===== src/rtl/tss_pkg.sv =====
// Package for the two-stack sorter: payload structs and sizing constants.
// No dependencies.
`timescale 1ns / 1ps

package tss_pkg;

    localparam int TSS_DEPTH = 64;
    localparam int DATA_W    = 32;

    typedef struct packed {
        logic signed [DATA_W-1:0] value;
        logic                     last;
    } in_t;

    typedef struct packed {
        logic signed [DATA_W-1:0] value_res;
        logic                     last_res;
        logic                     overflow;
    } out_t;

endpackage


===== src/rtl/tss_stack_ram.sv =====
// Stack storage: one write port, one read port, registered read data.
// Depends on tss_pkg.
`timescale 1ns / 1ps

module tss_stack_ram
    import tss_pkg::*;
#(
    parameter int DEPTH = TSS_DEPTH,
    localparam int AW = $clog2(DEPTH)
) (
    input  logic                     aclk,
    input  logic                     we,
    input  logic [AW-1:0]            waddr,
    input  logic signed [DATA_W-1:0] wdata,
    input  logic                     re,
    input  logic [AW-1:0]            raddr,
    output logic signed [DATA_W-1:0] rdata
);

    logic signed [DATA_W-1:0] mem [DEPTH];
    logic signed [DATA_W-1:0] rdata_reg;

    always_ff @(posedge aclk) begin
        if (we) begin
            mem[waddr] <= wdata;
        end
    end

    always_ff @(posedge aclk) begin
        if (re) begin
            rdata_reg <= mem[raddr];
        end
    end

    assign rdata = rdata_reg;

endmodule


===== src/rtl/tss_ctrl.sv =====
// Sequencer for the two-stack sorter: push, insertion sort through the
// temporary stack, emission through the output register. Depends on tss_pkg.
`timescale 1ns / 1ps

module tss_ctrl
    import tss_pkg::*;
#(
    parameter int DEPTH = TSS_DEPTH,
    localparam int AW = $clog2(DEPTH),
    localparam int CNT_W = $clog2(DEPTH + 1)
) (
    input  logic                     aclk,
    input  logic                     aresetn,
    input  logic                     s_valid,
    output logic                     s_ready,
    input  in_t                      s_data,
    output logic                     m_valid,
    input  logic                     m_ready,
    output out_t                     m_data,
    output logic                     main_we,
    output logic [AW-1:0]            main_waddr,
    output logic signed [DATA_W-1:0] main_wdata,
    output logic                     main_re,
    output logic [AW-1:0]            main_raddr,
    input  logic signed [DATA_W-1:0] main_rdata,
    output logic                     temp_we,
    output logic [AW-1:0]            temp_waddr,
    output logic signed [DATA_W-1:0] temp_wdata,
    output logic                     temp_re,
    output logic [AW-1:0]            temp_raddr,
    input  logic signed [DATA_W-1:0] temp_rdata
);

    localparam logic [2:0] ST_LOAD = 3'd0;
    localparam logic [2:0] ST_POP  = 3'd1;
    localparam logic [2:0] ST_CMP  = 3'd2;
    localparam logic [2:0] ST_ERD  = 3'd3;
    localparam logic [2:0] ST_EOUT = 3'd4;

    logic [2:0]       state_reg, state_next;
    logic [CNT_W-1:0] main_cnt_reg, main_cnt_next;
    logic [CNT_W-1:0] temp_cnt_reg, temp_cnt_next;
    logic             dropped_reg, dropped_next;
    logic             m_valid_reg, m_valid_next;
    out_t             m_data_reg, m_data_next;

    logic [CNT_W-1:0] main_cnt_m1, temp_cnt_m1, temp_cnt_m2;
    logic             is_last_out;

    assign main_cnt_m1 = main_cnt_reg - CNT_W'(1);
    assign temp_cnt_m1 = temp_cnt_reg - CNT_W'(1);
    assign temp_cnt_m2 = temp_cnt_reg - CNT_W'(2);
    assign is_last_out = (main_cnt_reg == temp_cnt_m1);

    always_comb begin
        state_next    = state_reg;
        main_cnt_next = main_cnt_reg;
        temp_cnt_next = temp_cnt_reg;
        dropped_next  = dropped_reg;
        m_valid_next  = m_valid_reg && !m_ready;
        m_data_next   = m_data_reg;
        s_ready       = 1'b0;
        main_we       = 1'b0;
        main_waddr    = main_cnt_reg[AW-1:0];
        main_wdata    = temp_rdata;
        main_re       = 1'b0;
        main_raddr    = main_cnt_m1[AW-1:0];
        temp_we       = 1'b0;
        temp_waddr    = temp_cnt_reg[AW-1:0];
        temp_wdata    = main_rdata;
        temp_re       = 1'b0;
        temp_raddr    = temp_cnt_m1[AW-1:0];

        unique case (state_reg)
            ST_LOAD: begin
                s_ready = 1'b1;
                if (s_valid) begin
                    if (main_cnt_reg < CNT_W'(DEPTH)) begin
                        main_we       = 1'b1;
                        main_wdata    = s_data.value;
                        main_cnt_next = main_cnt_reg + CNT_W'(1);
                    end else begin
                        dropped_next = 1'b1;
                    end
                    if (s_data.last) begin
                        state_next = ST_POP;
                    end
                end
            end
            ST_POP: begin
                if (main_cnt_reg == '0) begin
                    state_next = ST_ERD;
                end else begin
                    main_re       = 1'b1;
                    temp_re       = 1'b1;
                    main_cnt_next = main_cnt_m1;
                    state_next    = ST_CMP;
                end
            end
            ST_CMP: begin
                // main_rdata holds the popped value, temp_rdata the temp top
                if (temp_cnt_reg != '0 && temp_rdata > main_rdata) begin
                    main_we       = 1'b1;
                    main_cnt_next = main_cnt_reg + CNT_W'(1);
                    temp_cnt_next = temp_cnt_m1;
                    temp_re       = 1'b1;
                    temp_raddr    = temp_cnt_m2[AW-1:0];
                end else begin
                    temp_we       = 1'b1;
                    temp_cnt_next = temp_cnt_reg + CNT_W'(1);
                    state_next    = ST_POP;
                end
            end
            ST_ERD: begin
                // temp stack is ascending from the bottom; main count indexes it
                temp_re    = 1'b1;
                temp_raddr = main_cnt_reg[AW-1:0];
                state_next = ST_EOUT;
            end
            ST_EOUT: begin
                if (!m_valid_reg || m_ready) begin
                    m_valid_next          = 1'b1;
                    m_data_next.value_res = temp_rdata;
                    m_data_next.last_res  = is_last_out;
                    m_data_next.overflow  = dropped_reg;
                    if (is_last_out) begin
                        main_cnt_next = '0;
                        temp_cnt_next = '0;
                        dropped_next  = 1'b0;
                        state_next    = ST_LOAD;
                    end else begin
                        main_cnt_next = main_cnt_reg + CNT_W'(1);
                        state_next    = ST_ERD;
                    end
                end
            end
            default: begin
                state_next = ST_LOAD;
            end
        endcase
    end

    always_ff @(posedge aclk) begin
        if (!aresetn) begin
            state_reg    <= ST_LOAD;
            main_cnt_reg <= '0;
            temp_cnt_reg <= '0;
            dropped_reg  <= 1'b0;
            m_valid_reg  <= 1'b0;
        end else begin
            state_reg    <= state_next;
            main_cnt_reg <= main_cnt_next;
            temp_cnt_reg <= temp_cnt_next;
            dropped_reg  <= dropped_next;
            m_valid_reg  <= m_valid_next;
        end
    end

    always_ff @(posedge aclk) begin
        m_data_reg <= m_data_next;
    end

    assign m_valid = m_valid_reg;
    assign m_data  = m_data_reg;

endmodule


===== src/rtl/two_stack_sorter_unit.sv =====
// Two-stack sorter top level: two stack memories and the sequencer.
// Depends on tss_pkg, tss_stack_ram, tss_ctrl.
//
//   channel | ports                      | transfer carries
//   --------+----------------------------+--------------------------------
//   input   | s_valid, s_ready, s_data   | value, last
//   result  | m_valid, m_ready, m_data   | value_res, last_res, overflow
//
// Push: one input transfer per cycle while loading. On a last transfer the batch
// is sorted: each popped value moves greater temp entries back to main, then goes
// onto temp; ascending arrival gives the most moves, bound by the single read port
// of each stack. Emission: each result is read, then loaded into the output register.
// Reset clears counts and the output valid flag; output data and stack contents need
// no clearing. Input is stalled from the last transfer until the final result is loaded.
`timescale 1ns / 1ps

module two_stack_sorter_unit
    import tss_pkg::*;
#(
    parameter int DEPTH = TSS_DEPTH
) (
    input  logic aclk,
    input  logic aresetn,
    input  logic s_valid,
    output logic s_ready,
    input  in_t  s_data,
    output logic m_valid,
    input  logic m_ready,
    output out_t m_data
);

    localparam int AW = $clog2(DEPTH);

    logic                     main_we, main_re, temp_we, temp_re;
    logic [AW-1:0]            main_waddr, main_raddr, temp_waddr, temp_raddr;
    logic signed [DATA_W-1:0] main_wdata, main_rdata, temp_wdata, temp_rdata;

    tss_stack_ram #(.DEPTH(DEPTH)) u_main_ram (
        .aclk  (aclk),
        .we    (main_we),
        .waddr (main_waddr),
        .wdata (main_wdata),
        .re    (main_re),
        .raddr (main_raddr),
        .rdata (main_rdata)
    );

    tss_stack_ram #(.DEPTH(DEPTH)) u_temp_ram (
        .aclk  (aclk),
        .we    (temp_we),
        .waddr (temp_waddr),
        .wdata (temp_wdata),
        .re    (temp_re),
        .raddr (temp_raddr),
        .rdata (temp_rdata)
    );

    tss_ctrl #(.DEPTH(DEPTH)) u_ctrl (
        .aclk       (aclk),
        .aresetn    (aresetn),
        .s_valid    (s_valid),
        .s_ready    (s_ready),
        .s_data     (s_data),
        .m_valid    (m_valid),
        .m_ready    (m_ready),
        .m_data     (m_data),
        .main_we    (main_we),
        .main_waddr (main_waddr),
        .main_wdata (main_wdata),
        .main_re    (main_re),
        .main_raddr (main_raddr),
        .main_rdata (main_rdata),
        .temp_we    (temp_we),
        .temp_waddr (temp_waddr),
        .temp_wdata (temp_wdata),
        .temp_re    (temp_re),
        .temp_raddr (temp_raddr),
        .temp_rdata (temp_rdata)
    );

endmodule


===== config.mk =====
export PLATFORM = sky130hd
export DESIGN_NAME = two_stack_sorter_unit
export DESIGN_NICKNAME = d
export VERILOG_FILES = /design/src/rtl/tss_pkg.sv /design/src/rtl/tss_stack_ram.sv /design/src/rtl/tss_ctrl.sv /design/src/rtl/two_stack_sorter_unit.sv
export SDC_FILE = /design/constraint.sdc
export NUM_CORES = 2
export LEC_CHECK = 0
export BUFFER_PORTS_ARGS = -buffer_cell sky130_fd_sc_hd__buf_2
export CAP_MARGIN = 20
export CORE_MARGIN = 4
export CORE_UTILIZATION = 40
export DETAILED_ROUTE_END_ITERATION = 16
export SYNTH_ARGS = -nofsm -noshare
export SYNTH_HDL_FRONTEND = slang
export SYNTH_HIERARCHICAL = 1
export SYNTH_SLANG_ARGS = --single-unit

===== constraint.sdc =====
create_clock -name aclk -period 6.7 [get_ports aclk]
set_input_delay 0.67 -clock aclk [delete_from_list [all_inputs] [get_ports aclk]]
set_output_delay 0.67 -clock aclk [all_outputs]
set_load 0.05 [all_outputs]

==> flow_summary.json <==
{
  "status": "finished clean",
  "port_buffers": 72,
  "grt_pass1_wl_mm": 620,
  "syn_area_per_cell_sq_um": 22.7,
  "ant_nets": 0,
  "async_flop_share_pct": 0,
  "synthDistinctLibCells": 66,
  "crit_path_max_fanout": 27,
  "power_density_mw_per_mm2": 364,
  "antenna_found_initial": 25,
  "clk_pin_slew_ns": 0.07,
  "placed_area_sq_mm": 0.172,
  "startpoint_type": "flip-flop",
  "fin_total_pwr_uw": 67600,
  "yosysSeqAreaShare_pct": 77.9,
  "grt-ovfl-total": 0,
  "slew_violations": 0,
  "root_buffer": "clkbuf_16",
  "p_leak_uw": 0.0592,
  "rsz0062_at_grt": "no",
  "hold_class": "in -> reg",
  "via_per_inst": 5.91,
  "grt_pass1_vias": 79700,
  "totalWireLength_mm": 444,
  "layout_min_cycle_time_ns": 6.40,
  "critical_path_arrival_ns": 7.06,
  "synth_top_area_share_pct": 77.7,
  "drc": 0,
  "worst_pin_slew_ns": 1.21,
  "grt_usage_pct": 21.0,
  "syn_nets": 7215,
  "cts_hold_buffers": 0,
  "fin_crit_sh_pct": 95.5,
  "cts_buffer_depth": 4,
  "netlist_top_cells_area": "edfxtp_1 (78%), mux4_2 (15%), mux2i_1 (1.1%)",
  "fp.dieW_microns": 645,
  "core_sq_mm": 0.403,
  "syn2layout_area_growth_pct": 14.5,
  "end_kind": "flip-flop",
  "layout.nets": 7691,
  "synth_common_cells": "edfxtp_1 (4,194), mux4_2 (1,088), nor2_1 (293)",
  "timing.fmax_mhz": 156,
  "grt_max_degree": 101,
  "ys.warnings.count": 6,
  "reg2reg_slack_ns": 0.30,
  "cts_max_level": 5,
  "ys.flop_type": "edfxtp_1",
  "ys_ff_latch": 4213,
  "cts.sinks": 4213,
  "fin_skew_ns": 0.0642,
  "synth_edf_count": 4194,
  "final_area_sq_mm": 0.186,
  "setup_viol": 0,
  "numCtsBuffers": 422,
  "synthCells": 7137,
  "hpwl_mm": 254,
  "yosysTopAreaCell": "edfxtp_1",
  "drv_cap": 0,
  "cts_tree": "built",
  "clk_latency_ns": 0.99,
  "drt_first_pass_iters": 7,
  "peakVddDrop_v": 0.000394,
  "critPathRequiredTime_ns": 7.36,
  "path_class": "reg -> reg",
  "fill_cells": 32800,
  "initial_core_util_pct": 40.2,
  "die_h_microns": 645,
  "layout-drive-gt1-share_pct": 29.8,
  "drtIter0Drc": 10000,
  "num_rows": 233,
  "slew_headroom_pct": 18.9,
  "wire_per_inst_microns": 33.1,
  "setup_ws_ns": 0.304,
  "vias": 79200,
  "post-place-ws_ns": -0.384,
  "ios": 73,
  "netlist_area_sq_mm": 0.162,
  "synthMostInstantiatedCell": "edfxtp_1",
  "finalHoldViolations": 0,
  "place.gp.congestion": 0.916,
  "die_area_sq_mm": 0.416
}
-- metrics by stage --
stage | setup TNS (ns) | std cells | util [%] | hold slack, ns
after floorplan | 0 | 7137 | - | 0.402
after global placement | -0.682 | 12600 | 42.6 | 0.462
after detailed placement | -1.57 | 12600 | 42.6 | 0.465
after CTS | 0 | 13400 | 46.0 | 0.172
after global routing | 0 | 13400 | 46.0 | 0.237
final | 0 | 13400 | 46.0 | 0.255
-- layer usage --
layer	global-route usage (%)	up-vias	share of wire (%)
li1	-	31300	-
met1	28.5	43200	39
met2	33.2	3878	48
met3	3.88	751	8.6
met4	9.79	4	5.2
met5	0	-	0.0059
-- where the power goes --
group	switching (uW)	internal (uW)
Combinational	8810	4450
Sequential	144	30600
Clock	9970	13600
Total	18900	48600
-- placed cells by master, fill, tap and decap left out, types with 10 or more instances in the layout --
cell type	count
inv_1	40
diode_2	20
nand3_1	27
dfxtp_1	19
nand3b_1	10
nor2_1	168
edfxtp_1	4194
buf_4	376
o21ai_0	18
nand4_1	15
a21oi_1	145
and3_1	12
clkinvlp_4	12
buf_12	37
clkbuf_16	428
mux4_2	1088
o221ai_1	54
nand2b_1	19
nor3_1	21
bufinv_16	48
mux2_2	32
clkinv_1	103
nor2b_1	37
nor2_4	125
clkinv_2	83
nand2_1	86
o22ai_1	162
a311oi_1	17
a22oi_1	26
clkbuf_1	78
and2_1	10
mux2i_1	186
buf_2	74
ha_1	41
-- logic make-up after synthesis --
kind of cell	Yosys count	share of synthesized area, %
adder cells (fa/ha/maj)	41	0.316
flip-flops	4213	77.9
XOR/XNOR	23	0.158
buffers and inverters	477	1.46
AO/OA/AOI/OAI	495	2.00
AND/OR/NAND/NOR	582	1.66
multiplexers	1306	16.5
-- area by class of cell --
class | count | area [sq um] | area share, %
multi-input cells | 2447 | 34600 | 18.6
clock inverters | 273 | 2820 | 1.52
diodes | 20 | 50.0 | 0.0270
inverters | 42 | 173 | 0.0930
clock buffers | 506 | 11000 | 5.93
repair buffers | 487 | 3930 | 2.12
well taps | 5405 | 6760 | 3.64
flip-flops and latches | 4213 | 126000 | 68.0
-- worst max-delay path, stage by stage, from the launching register on --
cell and delay (ns):
edfxtp_1 0.64, ha_1 0.52, nand4_1 0.26, nor4_2 0.49, o31a_1 0.34, o211a_1 0.23, nor2_1 0.09, a21oi_2 0.55
o221ai_4 0.40, buf_12 0.31, nor2_1 0.58, buf_4 0.33, a21oi_1 0.16, a311oi_1 0.96, nor3_1 0.17
-- what timing repair did --
action | 4_1_cts | 5_1_grt
pin swaps | 1 | 0
setup endpoints to repair | 9 | 7
setup buffers | 2 | 0
resized for setup | 5 | 4
-- worst paths after layout --
| path | start | endpoint | cells after the start |
|---|---|---|---|
| setup / recovery | u_temp_ram/rdata[31] | u_temp_ram/rdata[20] | 14 |
| hold / removal | aresetn | u_ctrl/temp_cnt_reg[6] | 2 |
| setup reg to reg | u_temp_ram/rdata[31] | u_temp_ram/rdata[20] | 14 |
| hold reg to reg | u_ctrl/main_cnt_reg[5] | u_ctrl/main_cnt_reg[5] | 1 |
Note: power is estimated with default switching activity, not from simulation.
